File: config.mk
export PLATFORM = sky130hd
export DESIGN_NAME = fine_tune_accel_clamp
export DESIGN_NICKNAME = d
export VERILOG_FILES = /design/src/rtl/core/fta_pkg.sv /design/src/rtl/core/fta_accel.sv /design/src/rtl/core/fta_clamp.sv /design/src/rtl/core/fine_tune_accel_clamp.sv
export SDC_FILE = /design/constraint.sdc
export NUM_CORES = 1
export LEC_CHECK = 0
export ABC_AREA = 0
export CORE_MARGIN = 10
export CORE_UTILIZATION = 50
export DETAILED_ROUTE_END_ITERATION = 10
export DONT_BUFFER_PORTS = 1
export GPL_ROUTABILITY_DRIVEN = 0
export GPL_TIMING_DRIVEN = 0
export PLACE_DENSITY = 0.69
export SLEW_MARGIN = 20
export SYNTH_ARGS = -nofsm -noshare
export SYNTH_HDL_FRONTEND = slang
export SYNTH_SLANG_ARGS = --single-unit
export TNS_END_PERCENT = 5
File: constraint.sdc
create_clock -name clk -period 22.5 [get_ports clk]
set_input_delay 2.25 -clock clk [delete_from_list [all_inputs] [get_ports clk]]
set_output_delay 2.25 -clock clk [all_outputs]
set_load 0.05 [all_outputs]
File: src/rtl/core/fta_pkg.sv
// Package for the fine-tune acceleration and clamp block.
// Holds widths, limits, register indexes, mode codes and the configuration struct.
// No dependencies.
package fta_pkg;

  localparam int NUM_VFOS = 2;
  localparam int VFO_W    = (NUM_VFOS > 1) ? $clog2(NUM_VFOS) : 1;

  localparam int RATE_W   = 18;
  localparam int ZOOM_W   = 3;
  localparam int MODE_W   = 2;
  localparam int LOCUT_W  = 16;
  localparam int HICUT_W  = 15;
  localparam int STEP_W   = 17;
  localparam int DELTA_W  = 8;
  localparam int TIME_W   = 32;
  localparam int OFF_W    = 18;
  localparam int CFG_W    = 18;
  localparam int IDX_W    = 3;
  localparam int CNT_W    = 3;
  localparam int PROD_W   = STEP_W + 1 + DELTA_W;
  localparam int WIDE_W   = 28;

  localparam logic [TIME_W-1:0] FAST_CANCEL_MS = TIME_W'(500);
  localparam logic [TIME_W-1:0] FAST_GAP_MS    = TIME_W'(100);
  localparam logic [CNT_W-1:0]  FAST_TRIGGER   = CNT_W'(4);
  localparam logic [STEP_W-1:0] FAST_STEP_HZ   = STEP_W'(1000);

  localparam logic signed [WIDE_W-1:0] OFFSET_MAX = WIDE_W'(131071);
  localparam logic signed [WIDE_W-1:0] OFFSET_MIN = -WIDE_W'(131072);

  localparam logic [IDX_W-1:0] CFG_SAMPLE_RATE = 3'd0;
  localparam logic [IDX_W-1:0] CFG_ZOOM        = 3'd1;
  localparam logic [IDX_W-1:0] CFG_BAND_MODE   = 3'd2;
  localparam logic [IDX_W-1:0] CFG_LOW_CUT     = 3'd3;
  localparam logic [IDX_W-1:0] CFG_HIGH_CUT    = 3'd4;
  localparam logic [IDX_W-1:0] CFG_NORMAL_STEP = 3'd5;
  localparam logic [IDX_W-1:0] CFG_ACTIVE_VFO  = 3'd6;

  localparam logic [MODE_W-1:0] MODE_NONE = 2'd0;
  localparam logic [MODE_W-1:0] MODE_LSB  = 2'd1;
  localparam logic [MODE_W-1:0] MODE_USB  = 2'd2;
  localparam logic [MODE_W-1:0] MODE_SYM  = 2'd3;

  typedef struct packed {
    logic [RATE_W-1:0]         sample_rate_hz;
    logic [ZOOM_W-1:0]         zoom_level;
    logic [MODE_W-1:0]         band_mode;
    logic signed [LOCUT_W-1:0] filter_low_cut_hz;
    logic [HICUT_W-1:0]        filter_high_cut_hz;
  } fta_window_cfg_t;

endpackage

File: src/rtl/core/fta_accel.sv
// Knob acceleration tracker: event gap, short-gap count and fast-tune flag.
// Depends on fta_pkg.
module fta_accel (
  input  logic                        clk,
  input  logic                        rst,
  input  logic                        advance,
  input  logic [fta_pkg::TIME_W-1:0]  event_time,
  output logic                        fast_now
);

  logic [fta_pkg::TIME_W-1:0] last_time;
  logic [fta_pkg::CNT_W-1:0]  count;
  logic                       fast_on;
  logic [fta_pkg::CNT_W-1:0]  count_next;
  logic [fta_pkg::CNT_W-1:0]  count_inc;
  logic                       fast_on_next;
  logic [fta_pkg::TIME_W-1:0] gap;

  always_comb begin
    gap          = event_time - last_time;
    count_next   = count;
    fast_on_next = fast_on;
    count_inc    = count;
    if (fast_on) begin
      if (gap >= fta_pkg::FAST_CANCEL_MS) begin
        fast_on_next = 1'b0;
      end
    end else begin
      if (gap <= fta_pkg::FAST_GAP_MS) begin
        count_inc = count + fta_pkg::CNT_W'(1);
      end
      if (count_inc >= fta_pkg::FAST_TRIGGER) begin
        count_next   = '0;
        fast_on_next = 1'b1;
      end else begin
        count_next = count_inc;
      end
    end
  end

  assign fast_now = fast_on_next;

  always_ff @(posedge clk) begin
    if (rst) begin
      last_time <= '0;
      count     <= '0;
      fast_on   <= 1'b0;
    end else if (advance) begin
      last_time <= event_time;
      count     <= count_next;
      fast_on   <= fast_on_next;
    end
  end

endmodule

File: src/rtl/core/fta_clamp.sv
// Offset update: step times knob delta added to the stored offset, then clamped
// to the visible window narrowed by the filter edges. Depends on fta_pkg.
module fta_clamp (
  input  fta_pkg::fta_window_cfg_t            win,
  input  logic [fta_pkg::STEP_W-1:0]          step,
  input  logic signed [fta_pkg::DELTA_W-1:0]  delta,
  input  logic signed [fta_pkg::OFF_W-1:0]    stored,
  output logic signed [fta_pkg::OFF_W-1:0]    offset
);

  logic signed [fta_pkg::PROD_W-1:0]  prod;
  logic signed [fta_pkg::STEP_W:0]    step_s;
  logic [fta_pkg::RATE_W-1:0]         shifted;
  logic [fta_pkg::RATE_W-2:0]         half;
  logic [fta_pkg::LOCUT_W:0]          low_abs;
  logic [fta_pkg::LOCUT_W:0]          edge_hz;
  logic signed [fta_pkg::WIDE_W-1:0]  lower;
  logic signed [fta_pkg::WIDE_W-1:0]  upper;
  logic signed [fta_pkg::WIDE_W-1:0]  low_w;
  logic signed [fta_pkg::WIDE_W-1:0]  high_w;
  logic signed [fta_pkg::WIDE_W-1:0]  off1;
  logic signed [fta_pkg::WIDE_W-1:0]  off2;
  logic signed [fta_pkg::WIDE_W-1:0]  off3;

  always_comb begin
    step_s  = $signed({1'b0, step});
    prod    = fta_pkg::PROD_W'(step_s) * fta_pkg::PROD_W'(delta);
    off1    = fta_pkg::WIDE_W'(stored) + fta_pkg::WIDE_W'(prod);

    shifted = win.sample_rate_hz >> win.zoom_level;
    half    = shifted[fta_pkg::RATE_W-1:1];
    low_w   = fta_pkg::WIDE_W'(win.filter_low_cut_hz);
    high_w  = $signed({{(fta_pkg::WIDE_W-fta_pkg::HICUT_W){1'b0}}, win.filter_high_cut_hz});
    low_abs = win.filter_low_cut_hz[fta_pkg::LOCUT_W-1]
              ? fta_pkg::LOCUT_W'(1) + fta_pkg::LOCUT_W'(~win.filter_low_cut_hz)
                + (fta_pkg::LOCUT_W+1)'(0)
              : (fta_pkg::LOCUT_W+1)'(win.filter_low_cut_hz);
    if (win.filter_low_cut_hz[fta_pkg::LOCUT_W-1]) begin
      low_abs = (fta_pkg::LOCUT_W+1)'(0) - {1'b1, win.filter_low_cut_hz};
    end
    edge_hz = ((fta_pkg::LOCUT_W+1)'(win.filter_high_cut_hz) > low_abs)
              ? (fta_pkg::LOCUT_W+1)'(win.filter_high_cut_hz) : low_abs;

    upper = $signed({{(fta_pkg::WIDE_W-fta_pkg::RATE_W+1){1'b0}}, half});
    lower = -upper;
    case (win.band_mode)
      fta_pkg::MODE_LSB: begin
        lower = lower - low_w;
      end
      fta_pkg::MODE_USB: begin
        upper = upper - high_w;
      end
      fta_pkg::MODE_SYM: begin
        lower = lower + $signed({{(fta_pkg::WIDE_W-fta_pkg::LOCUT_W-1){1'b0}}, edge_hz});
        upper = upper - $signed({{(fta_pkg::WIDE_W-fta_pkg::LOCUT_W-1){1'b0}}, edge_hz});
      end
      default: begin
      end
    endcase

    off2 = ((-off1) > upper) ? -upper : off1;
    off3 = ((-off2) < lower) ? -lower : off2;
    if (off3 > fta_pkg::OFFSET_MAX) begin
      off3 = fta_pkg::OFFSET_MAX;
    end
    if (off3 < fta_pkg::OFFSET_MIN) begin
      off3 = fta_pkg::OFFSET_MIN;
    end
    offset = off3[fta_pkg::OFF_W-1:0];
  end

endmodule

File: src/rtl/core/fine_tune_accel_clamp.sv
// Fine-tune offset with knob acceleration and window clamp: top level.
// Instantiates fta_accel and fta_clamp; depends on fta_pkg.
//
// Each knob word (signed step count and millisecond timestamp) is held in an
// input register, then the acceleration state, the per-VFO offset and the
// clamp are evaluated and the result word lands in an output register.
// One word per cycle is taken in steady state while the output is not stalled;
// out_valid rises as the word moves from the input register into the output
// register, and an output stall holds it in the input register. The offset store
// and acceleration state are updated as a word moves into the output register,
// so the next word sees them at once. Configuration is written through
// cfg_write_en / cfg_index / cfg_data; the user must do so only while the
// block is idle (not enforced); indexes beyond the register list are ignored.
module fine_tune_accel_clamp (
  input  logic                                clk,
  input  logic                                rst,
  input  logic                                cfg_write_en,
  input  logic [fta_pkg::IDX_W-1:0]           cfg_index,
  input  logic [fta_pkg::CFG_W-1:0]           cfg_data,
  input  logic                                in_valid,
  output logic                                in_stall,
  input  logic signed [fta_pkg::DELTA_W-1:0]  encoder_delta,
  input  logic [fta_pkg::TIME_W-1:0]          time_ms,
  output logic                                out_valid,
  input  logic                                out_stall,
  output logic signed [fta_pkg::OFF_W-1:0]    fine_tune_hz,
  output logic                                fast_tune_active
);

  fta_pkg::fta_window_cfg_t            win;
  logic [fta_pkg::STEP_W-1:0]          normal_step;
  logic                                active_vfo;

  logic                                s1_valid;
  logic signed [fta_pkg::DELTA_W-1:0]  s1_delta;
  logic [fta_pkg::TIME_W-1:0]          s1_time;
  logic                                advance;
  logic                                in_take;

  logic signed [fta_pkg::OFF_W-1:0]    store [fta_pkg::NUM_VFOS];
  logic [fta_pkg::VFO_W-1:0]           vfo;
  logic                                fast_now;
  logic [fta_pkg::STEP_W-1:0]          step;
  logic signed [fta_pkg::OFF_W-1:0]    offset_next;

  always_ff @(posedge clk) begin
    if (rst) begin
      win.sample_rate_hz     <= fta_pkg::RATE_W'(192000);
      win.zoom_level         <= '0;
      win.band_mode          <= fta_pkg::MODE_NONE;
      win.filter_low_cut_hz  <= '0;
      win.filter_high_cut_hz <= '0;
      normal_step            <= fta_pkg::STEP_W'(10);
      active_vfo             <= 1'b0;
    end else if (cfg_write_en) begin
      case (cfg_index)
        fta_pkg::CFG_SAMPLE_RATE: win.sample_rate_hz     <= cfg_data[fta_pkg::RATE_W-1:0];
        fta_pkg::CFG_ZOOM:        win.zoom_level         <= cfg_data[fta_pkg::ZOOM_W-1:0];
        fta_pkg::CFG_BAND_MODE:   win.band_mode          <= cfg_data[fta_pkg::MODE_W-1:0];
        fta_pkg::CFG_LOW_CUT:     win.filter_low_cut_hz  <= cfg_data[fta_pkg::LOCUT_W-1:0];
        fta_pkg::CFG_HIGH_CUT:    win.filter_high_cut_hz <= cfg_data[fta_pkg::HICUT_W-1:0];
        fta_pkg::CFG_NORMAL_STEP: normal_step            <= cfg_data[fta_pkg::STEP_W-1:0];
        fta_pkg::CFG_ACTIVE_VFO:  active_vfo             <= cfg_data[0];
        default: begin
        end
      endcase
    end
  end

  assign advance  = s1_valid && (!out_valid || !out_stall);
  assign in_stall = s1_valid && !advance;
  assign in_take  = in_valid && !in_stall;

  always_ff @(posedge clk) begin
    if (rst) begin
      s1_valid <= 1'b0;
    end else if (in_take) begin
      s1_valid <= 1'b1;
    end else if (advance) begin
      s1_valid <= 1'b0;
    end
  end

  always_ff @(posedge clk) begin
    if (in_take) begin
      s1_delta <= encoder_delta;
      s1_time  <= time_ms;
    end
  end

  always_comb begin
    if (32'(active_vfo) < 32'(fta_pkg::NUM_VFOS)) begin
      vfo = fta_pkg::VFO_W'(active_vfo);
    end else begin
      vfo = fta_pkg::VFO_W'(fta_pkg::NUM_VFOS - 1);
    end
  end

  fta_accel u_accel (
    .clk        (clk),
    .rst        (rst),
    .advance    (advance),
    .event_time (s1_time),
    .fast_now   (fast_now)
  );

  assign step = fast_now ? fta_pkg::FAST_STEP_HZ : normal_step;

  fta_clamp u_clamp (
    .win    (win),
    .step   (step),
    .delta  (s1_delta),
    .stored (store[vfo]),
    .offset (offset_next)
  );

  always_ff @(posedge clk) begin
    if (rst) begin
      for (int i = 0; i < fta_pkg::NUM_VFOS; i++) begin
        store[i] <= '0;
      end
    end else if (advance) begin
      store[vfo] <= offset_next;
    end
  end

  always_ff @(posedge clk) begin
    if (rst) begin
      out_valid <= 1'b0;
    end else begin
      out_valid <= advance || (out_valid && out_stall);
    end
  end

  always_ff @(posedge clk) begin
    if (advance) begin
      fine_tune_hz     <= offset_next;
      fast_tune_active <= fast_now;
    end
  end

endmodule

# After elaboration in Yosys (flattened, before gate mapping)
# Memories as Yosys holds them, arrays and structs flattened. A register that Yosys moved wholly into a read port is not among the register bits.
# Cells that the tools add are included.
# classes
addsub,13
n_mul,1
n_lt_le_gt_ge,8
eq_ne,9
shift,1
muxes,27
bitwise,1
n_reduce_logical,21
# op_table
cell,n
negator 28 bit,4
one-hot mux 28 bit (2 select lines),2
2-to-1 mux 28 bit,3
2-to-1 mux 17 bit,3
2-to-1 mux 18 bit,2
>= comparator 32 x 9 -> 1 bit (second input constant),1
less-or-equal comparator 32 x 7 -> 1 bit (second input constant),1
subtractor 32 bit,1
adder 28 x 18 -> 28 bit,1
greater-than comparator 28 x 18 -> 1 bit (second input constant),1
greater-than comparator 28 bit,1
< comparator 28 x 18 -> 1 bit (second input constant),1
< comparator 28 bit,1
negator 17 -> 28 bit,1
subtractor 28 x 16 -> 28 bit,1
adder 18 x 26 -> 27 bit,1
multiplier 18 x 8 -> 26 bit,1
OR reduction 18 bit,1
>> shifter 18 x 3 -> 18 bit,1
subtractor 17 x 15 -> 18 bit,1
subtractor 17 x 17 -> 18 bit,1
greater-than comparator 15 x 17 -> 1 bit,1
subtractor 1 x 17 -> 17 bit (first input constant),1
AND reduction 2 bit,8
other kinds (15),41
# word_totals
register_bits,169
mem_bits_rw,36
inputBits,66
output_inout_bits,21
wordCells,98
n_memories,1
# mem_list
memory,words,width,read_ports,rd_ports_with_merged_regs,write_ports,line,source
store,2,18,1,1,2,fine_tune_accel_clamp.sv:40,logic signed [fta_pkg::OFF_W-1:0] store [fta_pkg::NUM_VFOS];

# Logic depth before layout (Yosys ltp)
# Gate-level depths: netlist (run 1).
# logic_depth
depth_word,21
mapped_depth,79
depth_no_buf,69

# Modules after synthesis
# A second synthesis (run 1) with hierarchy kept.
# hier_totals
hier_cells,2984
area_unflattened_um2,25668.4
# modules_own_cells
module,instances,cells_each,area_per_inst_um2,seq_area_each_um2
fta_clamp,1,2017,15230.9,0.0
fine_tune_accel_clamp,1,486,6596.3,4354.2
fta_accel,1,481,3841.2,720.7

# Worst setup path before layout (run 1)
# No wires, ideal clock.
# synth_path
path_type,register to register
from,register s1_time[0] (netlist bit)
to,memory store[0][10] (netlist bit) (data pin)
setup_ns,0.273
arrival_time_ns,16.393
required_ns,22.227
setup_slack_ns,5.834
stages_incl_launch_ff,70
path_buffers,10
synth_period_minus_slack_ns,16.666
cell_sequence,edfxtp_1 -> inv_1 -> ha_1 -> inv_1 -> fa_1 -> a21o_1 -> a21oi_1 -> o21ai_0 -> a21oi_1 -> o21ai_0 -> a21oi_1 -> o21ai_0 -> a41oi_1 -> o21ai_0 -> xor2_1 -> or4_1 -> nor4_1 -> clkbuf_1 -> [34 not listed] -> ha_1 -> a21o_1 -> a21o_1 -> a21oi_1 -> nor2b_1 -> o21ai_0 -> nand2b_1 -> a21oi_1 -> o22a_1 -> clkbuf_1 -> buf_1 -> a211oi_1 -> a21oi_1 -> nor3_2 -> a21oi_2 -> buf_6 -> buf_8 -> o22ai_2
# synth_lines
element,line,source
"start, declared",fine_tune_accel_clamp.sv:36,logic [fta_pkg::TIME_W-1:0] s1_time;
"start signal, assigned",fine_tune_accel_clamp.sv:87,s1_time <= time_ms;
"end, declared",fine_tune_accel_clamp.sv:40,

# Worst setup path in the final report (run 1)
# layout_path
from,register s1_time[0] (netlist bit)
to,register fine_tune_hz[0] (netlist bit) (data pin)
# layout_via
elab_chain_cells,20
word_cells_on_any_way,22
cone_classes,add/sub (4); mul (1); order compare (7); mux (10)
# layout_lines
element,line,source
subtractor 32 bit *,fta_accel.sv:20,gap = event_time - last_time;
less-or-equal comparator 32 x 7 -> 1 bit,fta_accel.sv:29,if (gap <= fta_pkg::FAST_GAP_MS) begin
2-to-1 mux 3 bit,fta_accel.sv:29,
2-to-1 mux 3 bit,fta_accel.sv:24,if (fast_on) begin
>= comparator 3 bit,fta_accel.sv:32,if (count_inc >= fta_pkg::FAST_TRIGGER) begin
2-to-1 mux 1 bit,fta_accel.sv:32,
2-to-1 mux 1 bit *,fta_accel.sv:24,
2-to-1 mux 17 bit *,fine_tune_accel_clamp.sv:107,assign step = fast_now ? fta_pkg::FAST_STEP_HZ : normal_step;
[5 not listed],--,
negator 28 bit,fta_clamp.sv:62,off3 = ((-off2) < lower) ? -lower : off2;
< comparator 28 bit,fta_clamp.sv:62,
2-to-1 mux 28 bit *,fta_clamp.sv:62,
greater-than comparator 28 x 18 -> 1 bit,fta_clamp.sv:63,if (off3 > fta_pkg::OFFSET_MAX) begin
2-to-1 mux 28 bit *,fta_clamp.sv:63,
< comparator 28 x 18 -> 1 bit,fta_clamp.sv:66,if (off3 < fta_pkg::OFFSET_MIN) begin
2-to-1 mux 18 bit *,fta_clamp.sv:66,
"net offset_next, one bit",fine_tune_accel_clamp.sv:44,logic signed [fta_pkg::OFF_W-1:0] offset_next;
"end signal, assigned",fine_tune_accel_clamp.sv:137,fine_tune_hz <= offset_next;
"end, declared",fine_tune_accel_clamp.sv:26,"output logic signed [fta_pkg::OFF_W-1:0] fine_tune_hz,"
# The timed path passes the listed nets; every way through them passes the cells marked *. The select of a mux whose other input is x is not followed.
# A chain may end at the register's enable or synchronous reset.

==> results of run 1 <==
==> synthesized netlist by cell type, drive strengths merged, types with 33 or more instances <==
library cell and instances:
o22ai 44, fa 119, a21o 58, o211ai 33, nand2b 46, o311ai 43
xnor2 98, edfxtp 95, nor4 34, or3 39, o311a 43, nor2 174
o21ai 164, o31ai 56, buf 42, dfxtp 110, nand3 73, a211oi 35
xor2 59, ha 222, nor3 128, inv 218, nand2 454, a21oi 254
mux2i 65, nand4 55, clkbuf 181
==> final timing paths <==
kind,start,end,cells past startpoint
worst max-delay path,s1_time[0],fine_tune_hz[0],66
worst min-delay path,u_accel.last_time[26],u_accel.last_time[26],2
worst max register to register,s1_time[0],fine_tune_hz[0],66
worst min register to register,u_accel.last_time[26],u_accel.last_time[26],2
==> flip-flops by register name, summed over array words and instances, names as in the netlist, named ones only <==
signal	count
normal_step	17
u_accel.count	3
fast_tune_active	1
fine_tune_hz	18
win	53
active_vfo	1
s1_delta	8
u_accel.last_time	32
s1_valid	1
out_valid	1
u_accel.fast_on	1
store	36
s1_time	32
==> power breakdown <==
part           switching, uW  internal, uW
clock                    179           243
sequential              58.0           438
combinational            961           534
total                   1200          1210
==> placed cells by master (no fill, tap or decap), types with 30 or more instances in the layout <==
master and count:
o31ai_1 55, inv_1 217, xor2_1 59, dfxtp_1 110, o21ai_0 144, xnor2_1 98
a211oi_1 33, nor2_1 174, or3_1 39, nand4_1 54, a21oi_1 253, o211ai_1 33
nand2_1 454, nand2b_1 46, o311ai_0 42, o311a_1 43, nand3_1 72, a21o_1 58
clkbuf_1 182, nor4_1 30, fa_1 119, nor3_1 127, ha_1 222, mux2i_1 63
edfxtp_1 95
==> layer usage <==
layer | wire length (um) | up-vias | GRT usage
met1 | 37000 | 12290 | 0.352
met4 | 3110 | 0 | 0.0874
met3 | 7370 | 176 | 0.0364
met5 | 0 | - | 0
li1 | - | 12378 | -
met2 | 39300 | 1131 | 0.433
==> critical path, delay by kind of cell (launching register included) <==
family / cells / cell delay [ps]
flip-flops: 1 / 380
AND/OR/NAND/NOR: 19 / 5980
XOR/XNOR: 2 / 470
AO/OA/AOI/OAI: 22 / 6210
multiplexers: 1 / 300
adder cells (fa/ha/maj): 10 / 3990
buffers and inverters: 12 / 3380
==> metrics by stage <==
stage	total power (uW)	instance area [um2]	utilization	hold WS, ps	setup slack [ps]
6_report	2410	28500	0.541	454	1490
5_1_grt	2580	28500	0.541	481	458
4_1_cts	2380	28500	0.541	456	1910
3_5_place_dp	1950	27700	0.525	447	2000
3_3_place_gp	1930	27600	0.523	441	1720
2_1_floorplan	1560	26700	-	436	5830
==> cells by family after synthesis <==
logic type	synth area share
buffers and inverters	0.0657
XOR/XNOR	0.0514
flip-flops	0.189
AO/OA/AOI/OAI	0.242
adder cells (fa/ha/maj)	0.193
multiplexers	0.0448
AND/OR/NAND/NOR	0.214
==> layout make-up <==
cell class / count / share of cell area
flip-flops and latches: 205 / 0.177
repair buffers: 4 / 0.00206
clock buffers: 36 / 0.0271
inverters: 223 / 0.0293
multi-input cells: 2717 / 0.699
well taps: 688 / 0.0302
plain buffers: 223 / 0.0323
clock inverters: 12 / 0.00298
==> results.yml, run 1 <==
final_layout:
  multi_input_area_mm2: 0.0200
  drive_gt1_frac: 0.0523
  antennaDiodeCount: 0
  finalNetCount: 3807
  ff_latch_area_mm2: 0.00505
  fin_cells: 4108
  num-fill-cells: 5051
  area.growth.synth_to_final_pct: 6.78
floorplanning:
  dieArea_mm2: 0.0631
  start_util: 0.507
  fp-row-count: 84
  die_y_um: 251
  core_area_mm2: 0.0528
  ios: 87
  die_width_um: 251
setup_path:
  ff2ff_setup_slack_ps: 1490
  required_ps: 22780
  slowest_stage: "o311ai_1"
  path_max_fanout: 10
  start_kind: "flop"
  worstSetupEndpointType: "flop"
  crit_arrival_ps: 21290
  cpPeakStageDelay_ps: 950
  crit_top_cell: "clkbuf_1"
  worst-setup-path-type: "reg -> reg"
sta:
  final_max_slew_viol_count: 0
  fmaxAchievable_ghz: 0.0476
  min_period_ps: 21010
  slew_headroom: 0.209
  clock_skew_ps: 20.9
  worst_pin_slew_ps: 1170
  grt_setup_unrepaired: "false"
  setup_viol: 0
  finalSetupTns_ps: 0
  fin_crit_sh: 0.934
  hold_viol: 0
clocking:
  cts_max_path_buffers: 3
  cts_max_level: 1
  cts_hold_buf: 0
  clk_pin_slew_worst_paths_ps: 60
  cts_setup_buffers: 0
  cts_tree: "done"
  cts_root_buf: "clkbuf_16"
  clock-sinks: 205
  clkLatencyLatePin_ps: 570
  cts_made_buffers: 26
  cts_resized: 0
detailed_routing:
  drt_first_pass_iters: 6
  drtAntennaViolNets: 0
  via_count: 25975
  vias_per_cell: 6.32
  drtIter0Drc: 2516
  drc: 0
  routedWlPerCell_um: 21.1
  routed_wl_mm: 86.8
pwr:
  leakage_uw: 0.0110
  power_density_mw_per_mm2: 84.5
  max-vdd-ir-drop_uv: 66.7
synthesis:
  synth-main-ff-cell: "dfxtp_1"
  ys_ff_latch: 205
  ys_types: 104
  seq_area_frac_synth: 0.189
  syn_area_per_cell_um2: 7.94
  synth_area_leaders: "edfxtp_1, ha_1, fa_1, dfxtp_1, nand2_1"
  synthArstFlopShare: 0
  synth_area_mm2: 0.0267
  synth_edf_count: 95
  syn_nets: 3775
  synth_top_area_share: 0.107
  synth_top_area_cell: "edfxtp_1"
  ys_warn_count: 0
  synthCells: 3368
grt:
  grt_use_total: 0.264
  grt_pass1_wl_mm: 135
  grt_max_degree: 28
  antenna_found_initial: 0
  grt_pass1_vias: 23865
  grt_overflow: 0
run_status:
  status: "complete, no violations"
placed_design:
  place_inst: 4060
  dp_hpwl_mm: 70.1
  port_buffers: 0
run:
  maxCapViolCount: 0
hold_path:
  hold_class: "reg -> reg"
(Power assumes the default switching activity.)
==> run 2: changes to the inputs <==
--- a/config.mk
+++ b/config.mk
@@ -16,5 +16,6 @@
 export SLEW_MARGIN = 20
 export SYNTH_ARGS = -nofsm -noshare
 export SYNTH_HDL_FRONTEND = slang
+export SYNTH_HIERARCHICAL = 1
 export SYNTH_SLANG_ARGS = --single-unit
 export TNS_END_PERCENT = 5
==> run 2 against run 1 <==
  * Core utilization barely moved
  * Critical path depth decreased by 5
  * Clock power shrank 14%
  * Non-clock buffer count fell by 86
  * Highest routed layer unchanged
  * Global-route usage shrank 0.98 points
  * Total power decreased by 8.1%
  * Final area fell by 4.6%
  * Fmax increased by 3.8%
  * Critical path type unchanged
  * Flip-flop and latch count unchanged
  * Worst setup slack improved by 770 ps
  * Largest cell class unchanged
  * Synthesized area shrank 4.1%
==> results.yml, run 2 <==
run_status:
  status: "complete, no violations"
final_layout:
  regMostFlops: "win"
  final_common_cell: "nand2_1"
  fin_util: 0.541
  ff_latch_area_mm2: 0.00505
  largest_register_ffs: 53
  layout_common_cells: "nand2_1, ha_1, inv_1, nor2_1, mux2i_1"
  finalNetCount: 3411
  num-fill-cells: 4633
  largest_registers: "win: 53 flops, store: 36 flops"
  area.growth.synth_to_final_pct: 6.27
  drive_gt1_frac: 0.0836
  multi_input_area_mm2: 0.0191
setup_path:
  crit_arrival_ps: 20570
  cp-startpoint: "s1_time[0]"
  rr_worst_depth: 61
  ff2ff_setup_slack_ps: 2260
  rr_endpoint: "store[0][4]"
  worst-setup-path-type: "reg -> reg"
  required_ps: 22830
  worstReg2RegStart: "s1_time[0]"
  cp-endpoint: "store[0][4]"
  crit_top_cell: "fa_1"
  worstSetupEndpointType: "flop"
  path_max_fanout: 10
  slowest_stage: "o21ai_0"
  start_kind: "flop"
  cpPeakStageDelay_ps: 850
clocking:
  cts_resized: 0
  cts_made_buffers: 23
  cts_tree: "done"
  clkLatencyLatePin_ps: 540
  cts_setup_buffers: 0
  clock-sinks: 205
  clk_pin_slew_worst_paths_ps: 60
  cts_hold_buf: 0
  cts_max_path_buffers: 3
  cts_max_level: 1
  cts_root_buf: "clkbuf_16"
sta:
  finalSetupTns_ps: 0
  grt_setup_unrepaired: "false"
  fin_crit_sh: 0.900
  hold_viol: 0
  min_period_ps: 20240
  slew_headroom: 0.309
  setup_viol: 0
  clock_skew_ps: 24.4
  final_max_slew_viol_count: 0
  fmaxAchievable_ghz: 0.0494
  worst_pin_slew_ps: 1040
detailed_routing:
  routedWlPerCell_um: 21.5
  via_count: 23371
  drt_first_pass_iters: 8
  drtAntennaViolNets: 0
  vias_per_cell: 6.32
  routed_wl_mm: 79.6
  drc: 0
  drtIter0Drc: 2403
pwr:
  power_density_mw_per_mm2: 81.4
  leakage_uw: 0.0111
  max-vdd-ir-drop_uv: 54.0
floorplanning:
  dieArea_mm2: 0.0607
  die_y_um: 246
  ios: 87
  fp-row-count: 82
  core_area_mm2: 0.0504
  die_width_um: 246
  start_util: 0.509
placed_design:
  dp_hpwl_mm: 64.8
  port_buffers: 0
grt:
  grt_max_degree: 30
  grt_use_total: 0.254
  grt_pass1_vias: 22584
  grt_overflow: 0
  antenna_found_initial: 1
  grt_pass1_wl_mm: 124
synthesis:
  ys_warn_count: 6
  syn_area_per_cell_um2: 8.60
  synth_area_mm2: 0.0256
  syn_nets: 3384
  synthCells: 2981
run:
  maxCapViolCount: 0
hold_path:
  hold_class: "reg -> reg"
==> run 2: worst min-delay path by stage <==
stage | startpoint | endpoint | slack [ps] | cells after the start
after floorplan | normal_step[14] | normal_step[14] | 440 | 2
after global placement | s1_valid | out_valid | 460 | 2
after detailed placement | normal_step[10] | normal_step[10] | 470 | 2
after CTS | normal_step[10] | normal_step[10] | 480 | 2
after global routing | normal_step[2] | normal_step[2] | 500 | 2
final | normal_step[0] | normal_step[0] | 470 | 2
==> run 2: critical path, delay by kind of cell (launching register included) <==
kind / cells / cell delay [ps]
xor gates and xnor gates: 3 / 870
adders and majority gates: 11 / 4430
buffers and inverters: 7 / 1380
and+or+nand+nor: 16 / 5450
DFF: 1 / 380
AOI/OAI and AO/OA: 24 / 7450
==> run 2: power by group <==
| part | leakage, uW | total [uW] | switching, uW | internal (uW) |
|---|---|---|---|---|
| clock network | 0.000347 | 364 | 159 | 205 |
| logic | 0.00895 | 1370 | 874 | 500 |
| registers | 0.00183 | 478 | 48.6 | 430 |
==> run 2: area by class of cell <==
class,count,share of cell area
clock buffers,30,0.0225
plain buffers,139,0.0251
repair buffers,2,0.00129
inverters,206,0.0284
well taps,672,0.0309
multi-input cells,2431,0.702
diodes,2,0.000184
flip-flops and latches,205,0.186
clock inverters,12,0.00381
==> run 2: layer usage <==
layer | up-vias | GRT usage | wire length, um
li1 | 10825 | - | -
met1 | 11268 | 0.337 | 33300
met2 | 1081 | 0.416 | 36100
met3 | 197 | 0.0345 | 7070
met4 | 0 | 0.0945 | 3190
met5 | - | 0 | 0
==> run 2: stage by stage <==
step	setup slack (ps)	instance area (um2)	cells	power (uW)	hold slack, ps
floorplan	6810	25600	2981	1440	444
global placement	3110	26500	3653	1770	458
detailed placement	2810	26500	3655	1810	467
CTS	2680	27200	3697	2180	477
global route	1140	27200	3697	2350	501
finish	2260	27200	3699	2220	473
